## config.mk

```make
export PLATFORM = sky130hd
export DESIGN_NAME = utc_calendar_mjd_gps_converter
export DESIGN_NICKNAME = d
export VERILOG_FILES = /design/src/design/utcc_pkg.sv /design/src/design/utcc_leap_count.sv /design/src/design/utc_calendar_mjd_gps_converter.sv
export SDC_FILE = /design/constraint.sdc
export NUM_CORES = 2
export LEC_CHECK = 0
export BUFFER_PORTS_ARGS = -buffer_cell sky130_fd_sc_hd__buf_2
export CAP_MARGIN = 20
export CORE_ASPECT_RATIO = 1.1
export CORE_MARGIN = 2
export CORE_UTILIZATION = 50
export CTS_BUF_LIST = sky130_fd_sc_hd__clkbuf_2
export DETAILED_ROUTE_END_ITERATION = 8
export PLACE_DENSITY = 0.66
export SETUP_SLACK_MARGIN = 0.3
export SYNTH_ARGS = -nofsm -noshare
export SYNTH_HDL_FRONTEND = slang
export SYNTH_SLANG_ARGS = --single-unit
```

## constraint.sdc

```tcl
create_clock -name clock -period 53.1 [get_ports clock]
set_input_delay 0 -clock clock [delete_from_list [all_inputs] [get_ports clock]]
set_output_delay 0 -clock clock [all_outputs]
set_load 0.02 [all_outputs]
```

## src/design/utcc_pkg.sv

```systemverilog
// Shared types, codes, leap-second tables and divider constants of the time converter.
`default_nettype none

package utcc_pkg;

   // Conversion codes
   localparam logic [1:0] OP_CAL2MJD = 2'd0;
   localparam logic [1:0] OP_MJD2CAL = 2'd1;
   localparam logic [1:0] OP_UTC2GPS = 2'd2;
   localparam logic [1:0] OP_GPS2UTC = 2'd3;

   // Error codes
   localparam logic [2:0] ERR_OK    = 3'd0;
   localparam logic [2:0] ERR_CAL   = 3'd1;
   localparam logic [2:0] ERR_MJD   = 3'd2;
   localparam logic [2:0] ERR_WEEK  = 3'd3;
   localparam logic [2:0] ERR_EPOCH = 3'd4;

   localparam logic [26:0] MS_PER_DAY   = 27'd86400000;
   localparam logic [29:0] MS_PER_WEEK  = 30'd604800000;
   localparam logic [17:0] MJD_LOW      = 18'd15079;
   localparam logic [17:0] MJD_HIGH     = 18'd88127;
   localparam logic [17:0] MJD_GPS_ZERO = 18'd44244;

   localparam int LEAP_ROM_SIZE = 28;

   localparam logic [16:0] LEAP_DAY_TAB [LEAP_ROM_SIZE] = '{
      17'd41317, 17'd41499, 17'd41683, 17'd42048, 17'd42413, 17'd42778, 17'd43144,
      17'd43509, 17'd43874, 17'd44239, 17'd44786, 17'd45151, 17'd45516, 17'd46247,
      17'd47161, 17'd47892, 17'd48257, 17'd48804, 17'd49169, 17'd49534, 17'd50083,
      17'd50630, 17'd51179, 17'd53736, 17'd54832, 17'd56109, 17'd57204, 17'd57754
   };

   localparam logic [5:0] LEAP_VAL_TAB [LEAP_ROM_SIZE] = '{
      6'd0, 6'd0, 6'd0, 6'd0, 6'd0, 6'd0, 6'd0, 6'd0, 6'd0, 6'd0,
      6'd1, 6'd2, 6'd3, 6'd4, 6'd5, 6'd6, 6'd7, 6'd8, 6'd9, 6'd10,
      6'd11, 6'd12, 6'd13, 6'd14, 6'd15, 6'd16, 6'd17, 6'd18
   };

   // Reciprocal constants: floor(x / D) == (x * M) >> S for x below 2**N,
   // with S = N + ceil(log2 D) and M = ceil(2**S / D).
   localparam int S_HR = 49;  // 27-bit ms of day / 3600000
   localparam logic [27:0] M_HR =
      28'(((64'd1 << S_HR) + 64'd3599999) / 64'd3600000);
   localparam int S_MN = 38;  // 22-bit ms of hour / 60000
   localparam logic [22:0] M_MN =
      23'(((64'd1 << S_MN) + 64'd59999) / 64'd60000);
   localparam int S_CD = 31;  // 20-bit 4c+3 / 1461
   localparam logic [20:0] M_CD =
      21'(((64'd1 << S_CD) + 64'd1460) / 64'd1461);
   localparam int S_W7 = 20;  // 17-bit day count / 7
   localparam logic [17:0] M_W7 =
      18'(((64'd1 << S_W7) + 64'd6) / 64'd7);

   // Century boundaries of 4a+3 for the Gregorian cycle split
   localparam logic [23:0] CENT_68 = 24'(146097 * 68);
   localparam logic [23:0] CENT_69 = 24'(146097 * 69);

   typedef struct packed {
      logic [1:0]  opcode;
      logic [11:0] year;
      logic [3:0]  month;
      logic [4:0]  day;
      logic [4:0]  hour;
      logic [5:0]  minute;
      logic [15:0] ms_of_minute;
      logic [16:0] mjd_day;
      logic [26:0] ms_of_day;
      logic [12:0] gps_week;
      logic [29:0] gps_ms_of_week;
   } req_type;

   typedef struct packed {
      logic [11:0] out_year;
      logic [3:0]  out_month;
      logic [4:0]  out_day;
      logic [4:0]  out_hour;
      logic [5:0]  out_minute;
      logic [15:0] out_ms_of_minute;
      logic [16:0] out_mjd_day;
      logic [26:0] out_ms_of_day;
      logic [12:0] out_gps_week;
      logic [29:0] out_gps_ms_of_week;
      logic [5:0]  leap_seconds;
      logic [2:0]  error_code;
   } rsp_type;

   // Offset of the last table entry passed, from the count of entries passed
   function automatic logic [5:0] leap_value(input logic [5:0] cnt);
      logic [5:0] idx;
      idx = cnt - 6'd1;
      if (cnt == 6'd0) begin
         return 6'd0;
      end else if (int'(cnt) > LEAP_ROM_SIZE) begin
         return LEAP_VAL_TAB[LEAP_ROM_SIZE-1];
      end else begin
         return LEAP_VAL_TAB[idx[4:0]];
      end
   endfunction

   // floor(30.6001 * k) for k = month + 1, months counted 3 to 14
   function automatic logic [8:0] month_term(input logic [4:0] k);
      logic [8:0] v;
      case (k)
         5'd4:    v = 9'd122;
         5'd5:    v = 9'd153;
         5'd6:    v = 9'd183;
         5'd7:    v = 9'd214;
         5'd8:    v = 9'd244;
         5'd9:    v = 9'd275;
         5'd10:   v = 9'd306;
         5'd11:   v = 9'd336;
         5'd12:   v = 9'd367;
         5'd13:   v = 9'd397;
         5'd14:   v = 9'd428;
         5'd15:   v = 9'd459;
         default: v = 9'd0;
      endcase
      return v;
   endfunction

   // (153 * mm + 2) / 5: day offset of a March-based month
   function automatic logic [8:0] month_start(input logic [3:0] mm);
      logic [8:0] v;
      case (mm)
         4'd0:    v = 9'd0;
         4'd1:    v = 9'd31;
         4'd2:    v = 9'd61;
         4'd3:    v = 9'd92;
         4'd4:    v = 9'd122;
         4'd5:    v = 9'd153;
         4'd6:    v = 9'd184;
         4'd7:    v = 9'd214;
         4'd8:    v = 9'd245;
         4'd9:    v = 9'd275;
         4'd10:   v = 9'd306;
         4'd11:   v = 9'd337;
         default: v = 9'd0;
      endcase
      return v;
   endfunction

endpackage

`default_nettype wire

```

## src/design/utcc_leap_count.sv

```systemverilog
// Leap-second table search: counts the switch-over days not after a given day.
`default_nettype none

module utcc_leap_count
   import utcc_pkg::*;
#(
   parameter int LEAP_ENTRIES = 28
) (
   input  wire logic [17:0] day,
   output logic [5:0]       count
);

   localparam int LEAP_USED = (LEAP_ENTRIES < LEAP_ROM_SIZE) ? LEAP_ENTRIES : LEAP_ROM_SIZE;

   logic [LEAP_ROM_SIZE-1:0] hit;

   // Table is sorted, so the passed entries form a prefix
   always_comb begin
      for (int i = 0; i < LEAP_ROM_SIZE; i++) begin
         hit[i] = (i < LEAP_USED) && (day >= {1'b0, LEAP_DAY_TAB[i]});
      end
      count = 6'($countones(hit));
   end

endmodule

`default_nettype wire

```

## src/design/utc_calendar_mjd_gps_converter.sv

```systemverilog
// Top level of the calendar / MJD / GPS week time converter pipeline.
`default_nettype none

// Converts one time request per clock: calendar to MJD, MJD to calendar,
// UTC to GPS week and ms of week, and GPS back to UTC, selected by opcode.
// Each request passes through every stage on its way to the response; the
// pipeline is ten register stages, the longest path being one constant
// reciprocal multiply (hours, minutes, Gregorian year split, week split).
// A new request is accepted every cycle while the response side takes
// results; when rsp_ready is low with a response waiting, the whole
// pipeline holds and req_ready drops. Errors zero every result field but
// error_code. The block keeps no state between requests and needs no
// start-up sweep: it is ready the cycle after reset is released.
// LEAP_ENTRIES limits how many of the 28 leap-second table entries count.

module utc_calendar_mjd_gps_converter
   import utcc_pkg::*;
#(
   parameter int LEAP_ENTRIES = 28
) (
   input  wire logic    clock,
   input  wire logic    reset,
   input  wire logic    req_valid,
   output logic         req_ready,
   input  wire req_type req_data,
   output logic         rsp_valid,
   input  wire logic    rsp_ready,
   output rsp_type      rsp_data
);

   localparam int NUM_STAGES = 10;

   typedef struct packed {
      logic [1:0]  op;
      logic [2:0]  err;
      logic [17:0] day;   // working UTC day
      logic [26:0] ms;    // working ms of day
      logic [12:0] wk;    // GPS week input
      logic [29:0] sow;   // GPS ms of week input
      logic [5:0]  lcnt;
      logic [5:0]  lp;
      logic [16:0] gd;    // days since GPS epoch
      logic [26:0] gms;   // ms of GPS day
      logic [14:0] gw;
      logic [2:0]  dow;
      logic [29:0] gsow;
      logic [21:0] ca;
      logic [6:0]  cb;
      logic [17:0] cc;
      logic [8:0]  cd;
      logic [8:0]  ce;
      logic [3:0]  cmm;
      logic [4:0]  hr;
      logic [21:0] remh;
      logic [5:0]  mn;
      logic [15:0] msm;
   } pipe_type;

   logic [NUM_STAGES-1:0] vld_ff;
   logic                  adv;

   pipe_type st1_in, st1_ff, st2_in, st2_ff, st3_in, st3_ff, st4_in, st4_ff;
   pipe_type st5_in, st5_ff, st6_in, st6_ff, st7_in, st7_ff, st8_in, st8_ff;
   pipe_type st9_in, st9_ff;
   rsp_type  rsp_in, rsp_ff;
   logic [5:0] leap_cnt;

   // Advance everything unless a finished response is stuck
   assign adv       = !vld_ff[NUM_STAGES-1] || rsp_ready;
   assign req_ready = adv;
   assign rsp_valid = vld_ff[NUM_STAGES-1];
   assign rsp_data  = rsp_ff;

   always_ff @(posedge clock) begin
      if (reset) begin
         vld_ff <= '0;
      end else if (adv) begin
         vld_ff <= {vld_ff[NUM_STAGES-2:0], req_valid};
      end
   end

   always_ff @(posedge clock) begin
      if (adv) begin
         st1_ff <= st1_in;
         st2_ff <= st2_in;
         st3_ff <= st3_in;
         st4_ff <= st4_in;
         st5_ff <= st5_in;
         st6_ff <= st6_in;
         st7_ff <= st7_in;
         st8_ff <= st8_in;
         st9_ff <= st9_in;
         rsp_ff <= rsp_in;
      end
   end

   // Stage 1: field checks, calendar sums, day carry, split of the GPS week
   always_comb begin : stage1
      logic [11:0] ya;
      logic [4:0]  ma;
      logic [4:0]  cent;
      logic [4:0]  cent4;
      logic [23:0] jprod;
      logic [23:0] dsum;
      logic [5:0]  dayhit;
      logic [2:0]  q;
      st1_in     = '0;
      st1_in.op  = req_data.opcode;
      st1_in.err = ERR_OK;
      st1_in.wk  = req_data.gps_week;
      st1_in.sow = req_data.gps_ms_of_week;
      ya    = req_data.year;
      ma    = {1'b0, req_data.month};
      if (req_data.month <= 4'd2) begin
         ya = req_data.year - 12'd1;
         ma = {1'b0, req_data.month} + 5'd12;
      end
      cent  = 5'd18 + 5'(ya >= 12'd1900) + 5'(ya >= 12'd2000) + 5'(ya >= 12'd2100);
      cent4 = (ya >= 12'd2000) ? 5'd5 : 5'd4;
      jprod = (24'(ya) + 24'd4716) * 24'd1461;
      dsum  = (jprod >> 2) + 24'(month_term(ma + 5'd1)) + 24'(req_data.day) + 24'd2
              + 24'(cent4) - 24'(cent) - 24'd2401525;
      for (int k = 0; k < 6; k++) begin
         dayhit[k] = req_data.gps_ms_of_week >= 30'(86400000 * (k + 1));
      end
      q = 3'($countones(dayhit));
      case (req_data.opcode)
         OP_CAL2MJD: begin
            if (req_data.year < 12'd1900 || req_data.year > 12'd2100 ||
                req_data.month < 4'd1 || req_data.month > 4'd12 ||
                req_data.day < 5'd1 || req_data.hour > 5'd23 ||
                req_data.minute > 6'd59 || req_data.ms_of_minute >= 16'd61000) begin
               st1_in.err = ERR_CAL;
            end
            st1_in.day = dsum[17:0];
            st1_in.ms  = 27'(req_data.hour) * 27'd3600000 + 27'(req_data.minute) * 27'd60000
                         + 27'(req_data.ms_of_minute);
         end
         OP_MJD2CAL, OP_UTC2GPS: begin
            st1_in.day = {1'b0, req_data.mjd_day};
            st1_in.ms  = req_data.ms_of_day;
            if (req_data.ms_of_day >= MS_PER_DAY) begin
               st1_in.day = {1'b0, req_data.mjd_day} + 18'd1;
               st1_in.ms  = req_data.ms_of_day - MS_PER_DAY;
            end
         end
         default: begin
            if (req_data.gps_ms_of_week >= MS_PER_WEEK) begin
               st1_in.err = ERR_WEEK;
            end
            st1_in.ms  = 27'(req_data.gps_ms_of_week - 30'(q) * 30'd86400000);
            st1_in.day = MJD_GPS_ZERO + 18'(req_data.gps_week) * 18'd7 + 18'(q);
         end
      endcase
   end

   utcc_leap_count #(
      .LEAP_ENTRIES(LEAP_ENTRIES)
   ) u_leap (
      .day  (st1_ff.day),
      .count(leap_cnt)
   );

   // Stage 2: calendar day carry, MJD range check, leap table search
   always_comb begin
      st2_in      = st1_ff;
      st2_in.lcnt = leap_cnt;
      if (st1_ff.op == OP_CAL2MJD && st1_ff.ms >= MS_PER_DAY) begin
         st2_in.ms  = st1_ff.ms - MS_PER_DAY;
         st2_in.day = st1_ff.day + 18'd1;
      end
      if ((st1_ff.op == OP_MJD2CAL || st1_ff.op == OP_UTC2GPS) && st1_ff.err == ERR_OK &&
          (st1_ff.day < MJD_LOW || st1_ff.day > MJD_HIGH)) begin
         st2_in.err = ERR_MJD;
      end
   end

   // Stage 3: leap offset
   always_comb begin
      st3_in    = st2_ff;
      st3_in.lp = leap_value(st2_ff.lcnt);
   end

   // Stage 4: apply the offset, borrow or carry a day
   always_comb begin : stage4
      logic [16:0] lpms;
      logic [26:0] gsum;
      logic [18:0] gfull;
      st4_in = st3_ff;
      lpms   = 17'(st3_ff.lp) * 17'd1000;
      gsum   = st3_ff.ms + 27'(lpms);
      gfull  = 19'(st3_ff.day);
      if (gsum >= MS_PER_DAY) begin
         gsum  = gsum - MS_PER_DAY;
         gfull = gfull + 19'd1;
      end
      st4_in.gms = gsum;
      st4_in.gd  = 17'(gfull - 19'(MJD_GPS_ZERO));
      if (st3_ff.op == OP_UTC2GPS && st3_ff.err == ERR_OK && gfull < 19'(MJD_GPS_ZERO)) begin
         st4_in.err = ERR_EPOCH;
      end
      if (st3_ff.op == OP_GPS2UTC) begin
         if (st3_ff.ms < 27'(lpms)) begin
            st4_in.ms  = st3_ff.ms + MS_PER_DAY - 27'(lpms);
            st4_in.day = st3_ff.day - 18'd1;
         end else begin
            st4_in.ms = st3_ff.ms - 27'(lpms);
         end
      end
   end

   // Stage 5: GPS range check, century split, hour and week quotients
   always_comb begin : stage5
      logic [23:0] x4;
      logic [54:0] hp;
      logic [34:0] wp;
      st5_in = st4_ff;
      if (st4_ff.op == OP_GPS2UTC && st4_ff.err == ERR_OK &&
          (st4_ff.day < MJD_LOW || st4_ff.day > MJD_HIGH)) begin
         st5_in.err = ERR_MJD;
      end
      st5_in.ca = 22'(st4_ff.day) + 22'd2432045;
      x4        = {st5_in.ca, 2'b11};
      st5_in.cb = 7'd67 + 7'(x4 >= CENT_68) + 7'(x4 >= CENT_69);
      hp        = 55'(st4_ff.ms) * 55'(M_HR);
      st5_in.hr = hp[S_HR +: 5];
      wp        = 35'(st4_ff.gd) * 35'(M_W7);
      st5_in.gw = wp[S_W7 +: 15];
   end

   // Stage 6: remainders of the century, hour and week splits
   always_comb begin : stage6
      logic [23:0] cprod;
      st6_in      = st5_ff;
      cprod       = (24'(st5_ff.cb) * 24'd146097) >> 2;
      st6_in.cc   = 18'(st5_ff.ca - cprod[21:0]);
      st6_in.remh = 22'(st5_ff.ms - 27'(st5_ff.hr) * 27'd3600000);
      st6_in.dow  = 3'(st5_ff.gd - 17'(st5_ff.gw) * 17'd7);
   end

   // Stage 7: year-in-century and minute quotients, GPS ms of week
   always_comb begin : stage7
      logic [40:0] dp;
      logic [44:0] mp;
      st7_in      = st6_ff;
      dp          = 41'({st6_ff.cc, 2'b11}) * 41'(M_CD);
      st7_in.cd   = dp[S_CD +: 9];
      mp          = 45'(st6_ff.remh) * 45'(M_MN);
      st7_in.mn   = mp[S_MN +: 6];
      st7_in.gsow = 30'(st6_ff.dow) * 30'd86400000 + 30'(st6_ff.gms);
   end

   // Stage 8: day of year, ms of minute
   always_comb begin : stage8
      logic [19:0] yprod;
      st8_in     = st7_ff;
      yprod      = (20'(st7_ff.cd) * 20'd1461) >> 2;
      st8_in.ce  = 9'(st7_ff.cc - yprod[17:0]);
      st8_in.msm = 16'(st7_ff.remh - 22'(st7_ff.mn) * 22'd60000);
   end

   // Stage 9: March-based month from the day of year
   always_comb begin : stage9
      logic [11:0] x5;
      logic [10:0] mhit;
      st9_in = st8_ff;
      x5     = 12'(st8_ff.ce) * 12'd5 + 12'd2;
      for (int k = 0; k < 11; k++) begin
         mhit[k] = x5 >= 12'(153 * (k + 1));
      end
      st9_in.cmm = 4'($countones(mhit));
   end

   // Stage 10: assemble the response, zero what the opcode does not produce
   always_comb begin : stage10
      logic        late;
      logic [13:0] ysum;
      logic [11:0] cyear;
      logic [3:0]  cmonth;
      logic [8:0]  dsum;
      late   = st9_ff.cmm >= 4'd10;
      ysum   = 14'(st9_ff.cb) * 14'd100 + 14'(st9_ff.cd) + 14'(late) - 14'd4800;
      cyear  = ysum[11:0];
      cmonth = late ? st9_ff.cmm - 4'd9 : st9_ff.cmm + 4'd3;
      dsum   = st9_ff.ce - month_start(st9_ff.cmm) + 9'd1;
      rsp_in            = '0;
      rsp_in.error_code = st9_ff.err;
      if (st9_ff.err == ERR_OK) begin
         rsp_in.out_mjd_day   = st9_ff.day[16:0];
         rsp_in.out_ms_of_day = st9_ff.ms;
         if (st9_ff.op == OP_MJD2CAL || st9_ff.op == OP_GPS2UTC) begin
            rsp_in.out_year         = cyear;
            rsp_in.out_month        = cmonth;
            rsp_in.out_day          = dsum[4:0];
            rsp_in.out_hour         = st9_ff.hr;
            rsp_in.out_minute       = st9_ff.mn;
            rsp_in.out_ms_of_minute = st9_ff.msm;
         end
         if (st9_ff.op == OP_UTC2GPS) begin
            rsp_in.out_gps_week       = st9_ff.gw[12:0];
            rsp_in.out_gps_ms_of_week = st9_ff.gsow;
            rsp_in.leap_seconds       = st9_ff.lp;
         end
         if (st9_ff.op == OP_GPS2UTC) begin
            rsp_in.out_gps_week       = st9_ff.wk;
            rsp_in.out_gps_ms_of_week = st9_ff.sow;
            rsp_in.leap_seconds       = st9_ff.lp;
         end
      end
   end

`ifndef ASSERT_OFF
   a_err_zeroes: assert property (@(posedge clock) disable iff (reset)
      (rsp_valid && rsp_data.error_code != ERR_OK) |->
         (rsp_data.out_mjd_day == '0 && rsp_data.out_ms_of_day == '0 &&
          rsp_data.out_year == '0 && rsp_data.out_gps_week == '0 &&
          rsp_data.leap_seconds == '0))
      else $error("error response carries nonzero result fields");

   a_ok_ms_range: assert property (@(posedge clock) disable iff (reset)
      (rsp_valid && rsp_data.error_code == ERR_OK) |-> (rsp_data.out_ms_of_day < MS_PER_DAY))
      else $error("ms of day not normalized");

   a_stall_holds: assert property (@(posedge clock) disable iff (reset)
      (rsp_valid && !rsp_ready) |=> $stable(vld_ff))
      else $error("pipeline moved during a stall");

   a_accept_enters: assert property (@(posedge clock) disable iff (reset)
      (req_valid && req_ready) |=> vld_ff[0])
      else $error("accepted request lost at pipeline entry");

   a_leap_bound: assert property (@(posedge clock) disable iff (reset)
      rsp_valid |-> (rsp_data.leap_seconds <= LEAP_VAL_TAB[LEAP_ROM_SIZE-1]))
      else $error("leap offset beyond table");
`endif

endmodule

`default_nettype wire

```

* Word-level counts from Yosys, hierarchy flattened
Memories as Yosys holds them, arrays and structs flattened. A register that Yosys moved wholly into a read port is not among the register bits.
Cells that the tools add are included.
** Storage, ports and cells
- Register bits :: 1533
- ROM bits :: 480
- Logic and storage cells :: 362
- Memories :: 3
** Cells by class
- Magnitude comparators :: 72
- Multiply operators :: 18
- Bitwise logic cells :: 1
- Add/sub/neg operators :: 90
- Equality and inequality tests :: 10
- Reduce and logical (&&, ||, !) cells :: 30
- Multiplexer cells :: 22
** Memory list
- (name not given) :: words 32, bits a word 6, rd ports 1, clocked after memory_dff 0, wr ports 0, line utcc_pkg.sv:97 : return LEAP_VAL_TAB[idx[4:0]];
- (name not given) :: words 16, bits a word 9, rd ports 1, clocked after memory_dff 1, wr ports 0, line utcc_pkg.sv:125 : case (mm)
- (name not given) :: words 16, bits a word 9, rd ports 1, clocked after memory_dff 0, wr ports 0, line utcc_pkg.sv:104 : case (k)
** Operator list (count)
- $ge 18x16->1 const B :: 28
- $mux 45 :: 3
- $mux 49 :: 2
- $ge 30x29->1 const B :: 3
- $pmux 45 s2 :: 1
- $ge 12x11->1 const B :: 7
- $ge 27x27->1 const B :: 3
- $sub 27x27->27 const B :: 3
- $ge 30x28->1 const B :: 2
- $add 27x16->27 :: 2
- $mux 27 :: 2
- $sub 27x16->27 :: 2
- $mul 27x26->52 const B :: 1
- $ge 24x24->1 const B :: 2
- $add 1x1->2 :: 22
- $mul 22x23->44 const B :: 1
- $mul 20x21->40 const B :: 1
- $ge 12x10->1 const B :: 3
- $gt 18x17->1 const B :: 2
- $lt 18x14->1 const B :: 2
- $mul 17x18->35 const B :: 1
- $add 2x2->3 :: 10
- $add 30x27->30 :: 1
- $ge 30x27->1 const B :: 1
- 98 further kinds :: 138

* Depth between registers and ports, before layout
An unclocked memory read counts as a cell.
- Depth in word-level cells :: 12
- Depth in mapped cells :: 39
- Depth with buffers taken out :: 37

* By module
A second synthesis with hierarchy kept.
** Second synthesis, totals
- Cells, all modules :: 8310
- Area total of the unflattened synthesis :: 102909.9 um^2
** By module, submodules not included
- utc_calendar_mjd_gps_converter :: area each 101102.0 um^2, sequential area each 43962.2 um^2, times used 1, cells each 8053
- utcc_leap_count :: area each 1808.0 um^2, sequential area each 0.0 um^2, times used 1, cells each 257

* Worst setup path before layout
OpenSTA, ideal clock, no wires.
- Kind :: register to register
- Start :: register vld_ff[9]
- End :: register rsp_ff, in the netlist rsp_data[0] (enable)
- Path slack :: 10.766 ns
- Stages on the path, launching flop included :: 4
- Arrival time :: 39.944 ns
- Period minus slack after synthesis :: 42.334 ns
- Cell sequence :: dfxtp_1 -> nor2b_1 -> inv_1 -> buf_1
** On the way
- Word-level cells in the longest chain between the ends :: 2
** RTL lines
- from (decl) :: line utc_calendar_mjd_gps_converter.sv:59 : logic [NUM_STAGES-1:0] vld_ff;
- from (signal assigned) :: line utc_calendar_mjd_gps_converter.sv:78 : vld_ff <= {vld_ff[NUM_STAGES-2:0], req_valid};
- $logic_not 1->1 :: line utc_calendar_mjd_gps_converter.sv:69 : assign adv = !vld_ff[NUM_STAGES-1] || rsp_ready;
- $logic_or 1x1->1 :: line utc_calendar_mjd_gps_converter.sv:69
- net req_ready :: line utc_calendar_mjd_gps_converter.sv:24 : output logic req_ready,
- to (signal assigned) :: line utc_calendar_mjd_gps_converter.sv:93 : rsp_ff <= rsp_in;
- to (decl) :: line utc_calendar_mjd_gps_converter.sv:65 : rsp_type rsp_in, rsp_ff;
The timed path passes the listed nets, and every way through them passes these cells.
A chain may end at the register's enable or synchronous reset.

==> impl_metrics.env <==
export IMPL_outcome="finished, final reports clean"
export IMPL_layout_min_cycle_time_ns=8.649
export IMPL_worstPathMaxFanout=7
export IMPL_synth_cells=8431
export IMPL_startpoint_type="input pin"
export IMPL_min_path_type="reg2reg"
export IMPL_drv_cap=0
export IMPL_cts_tree="done"
export IMPL_synth_top_area_share_pct=42.15
export IMPL_drive_above_1_share_pct=10.23
export IMPL_ys_top_cells_by_area="edfxtp_1 42%, ha_1 17%, fa_1 16%"
export IMPL_synth_edf_count=1454
export IMPL_netlist_top_cells_count="1532 x inv_1, 1454 x edfxtp_1, 1432 x ha_1"
export IMPL_yosysSeqAreaShare_pct=42.44
export IMPL_slowest_delay_ns=0.85
export IMPL_placeableCoreArea_mm2=0.2063
export IMPL_ant_nets=0
export IMPL_worst_setup_path_end_kind="flop"
export IMPL_skew_ns=0.2550
export IMPL_port_buffers=285
export IMPL_cpMostUsedCell="o21ai_0"
export IMPL_synth_seq_cells=1469
export IMPL_report_final_slew_viol_count=0
export IMPL_rows=175
export IMPL_root_buffer="clkbuf_2"
export IMPL_avgSynthCellArea_um2=12.29
export IMPL_fin_crit_sh_pct=16.29
export IMPL_postCtsSetupBuffers=0
export IMPL_first_iter_violations=3917
export IMPL_wl_per_cell_um=18.68
export IMPL_drc=0
export IMPL_holdBufCountCts=422
export IMPL_synth_top_area_cell="edfxtp_1"
export IMPL_numCtsBuffers=369
export IMPL_netlist_area_mm2=0.1036
export IMPL_die_h_um=481.4
export IMPL_criticalPathCategory="in2reg"
export IMPL_antenna_found_initial=25
export IMPL_dp_hpwl_um=178200
export IMPL_setup_viol=0
export IMPL_layout_nets=11820
export IMPL_grt_pass1_vias=68490
export IMPL_tns_ns=0
export IMPL_synth_cell_types=108
export IMPL_critPathArrivalTime_ns=10.21
export IMPL_synthFlopType="edfxtp_1"
export IMPL_cp_required_ns=54.66
export IMPL_final_hold_viol_count=0
export IMPL_area_growth_pct=11.87
export IMPL_cts_clk_slew_worst_paths_ns=0.10
export IMPL_ys_warn_count=0
export IMPL_overflow=0
export IMPL_routed_top_layer="met5"
export IMPL_rsz0062_at_grt="no"
export IMPL_die_w_um=438.0
export IMPL_start_util_pct=50.22
export IMPL_synthArstFlopShare_pct=0
export IMPL_met1_length_um=100400
export IMPL_max_clock_path_buffers=4
export IMPL_io_pins=287
export IMPL_fmaxAchievable_ghz=0.1156
export IMPL_routed_via_density=5.227
export IMPL_tightest_slew_ns=1.193
export IMPL_clock_latency_ns=1.82
export IMPL_n_fill_cell=17280
export IMPL_grt_max_degree=192
export IMPL_cpMaxStageDelayCell="nor4_2"
export IMPL_synth_most_common_cell="inv_1"
export IMPL_wl_met2_um=113300
export IMPL_h_tree_depth=5
export IMPL_dr_wl_met3_um=11340
export IMPL_clock_sinks=1469
export IMPL_die_area_mm2=0.2108
export IMPL_cts_resized=0
export IMPL_place_gp_congestion=0.9273
export IMPL_vias=64990
export IMPL_track_usage_pct=22.44
export IMPL_wirelength_um=232300
export IMPL_grt_pass1_wl_um=370600
export IMPL_drt_pass1_iterations=8
export IMPL_relSlewSlack_pct=20.50
stage by stage:
stage / std cells / hold slack, ns / util (%) / area [µm²] / setup WS [ns]
after floorplan: 8432 / 0.09887 / - / 103600 / 10.77
after global placement: 11380 / 0.2025 / 52.53 / 108400 / 43.87
after detailed placement: 11380 / 0.2118 / 52.53 / 108400 / 43.95
after CTS: 12420 / 0.009245 / 56.13 / 115800 / 44.48
after global routing: 12430 / 0.1114 / 56.18 / 115900 / 43.85
final: 12440 / 0.2478 / 56.18 / 115900 / 44.45
path summary, 6_finish.rpt:
kind               start          end  slack, ns  cells past startpoint
max reg2reg  st3_ff[211]  st4_ff[205]      44.48                     35
min          st8_ff[236]  st9_ff[236]       0.25                      0
max          req_data[4]  st1_ff[291]      44.45                     33
min reg2reg  st8_ff[236]  st9_ff[236]       0.25                      0
layout by cell type, fill, tap and decap left out, drive strengths merged, types with 18 or more instances in the layout:
cell	netlist	layout
o21ai	265	265
or2	30	30
edfxtp	1454	1454
inv	1533	1534
fa	812	812
nor3	94	94
a31oi	41	41
a221oi	28	28
mux2i	55	55
nand3	100	100
nand4	41	41
o211ai	35	35
o31ai	22	22
a211oi	33	33
nand2b	60	60
a21oi	310	310
a21o	94	94
nor2b	64	64
a21boi	36	36
a2111oi	18	18
buf	21	342
nor2	374	374
xor2	142	142
xnor2	358	358
dlygate4sd3	0	422
ha	1432	1432
nand2	316	316
clkinv	0	94
o21a	47	47
o21bai	46	46
clkbuf	116	516
nor4	31	31
or3	43	43
and2	66	66
and3	69	69
cells by family (layout without fill, tap and decap cells):
logic type	count (synthesis)	after routing	synth area share, %
flops	1469	1469	42.44
fa+ha+maj	2244	2244	32.99
compound gates	1143	1143	7.291
xor+xnor	500	500	4.249
buf+inv	1670	2916	6.090
other cells	1	16	0.003620
simple gates	1346	1346	6.366
mux	58	58	0.5677
cell type report:
class | instances | area [µm²] | area share [%]
well taps | 2743 | 3432 | 2.962
diodes | 14 | 35.03 | 0.03023
clock inverters | 103 | 609.3 | 0.5258
clock buffers | 516 | 2582 | 2.229
flip-flops and latches | 1469 | 43960 | 37.94
multi-input cells | 5293 | 53340 | 46.03
repair buffers | 764 | 6156 | 5.312
inverters | 1533 | 5762 | 4.972
metal layers:
metal	GRT usage [%]	vias to the layer above
met5	0	-
li1	-	31190
met1	29.49	31690
met2	37.81	1677
met3	3.497	427
met4	7.845	12
critical path: cells and delay by family:
| family | cells | cell delay (ns) |
|---|---|---|
| buffers and inverters | 7 | 2.70 |
| multiplexers | 1 | 0.10 |
| adder cells (fa/ha/maj) | 7 | 2.86 |
| AND/OR/NAND/NOR | 4 | 1.62 |
| AO/OA/AOI/OAI | 14 | 2.92 |
registers in the layout, indices dropped and copies added, names as in the netlist, 10 cells and up, named ones only:
signal    cells
st6_ff      179
st3_ff       97
st1_ff       92
st8_ff      181
st2_ff       98
rsp_data    143
st7_ff      179
st4_ff      140
st9_ff      178
st5_ff      164
vld_ff       10
Power is not shown: default switching activity piles up to over one toggle a cycle in this logic, so the estimate is an artifact.
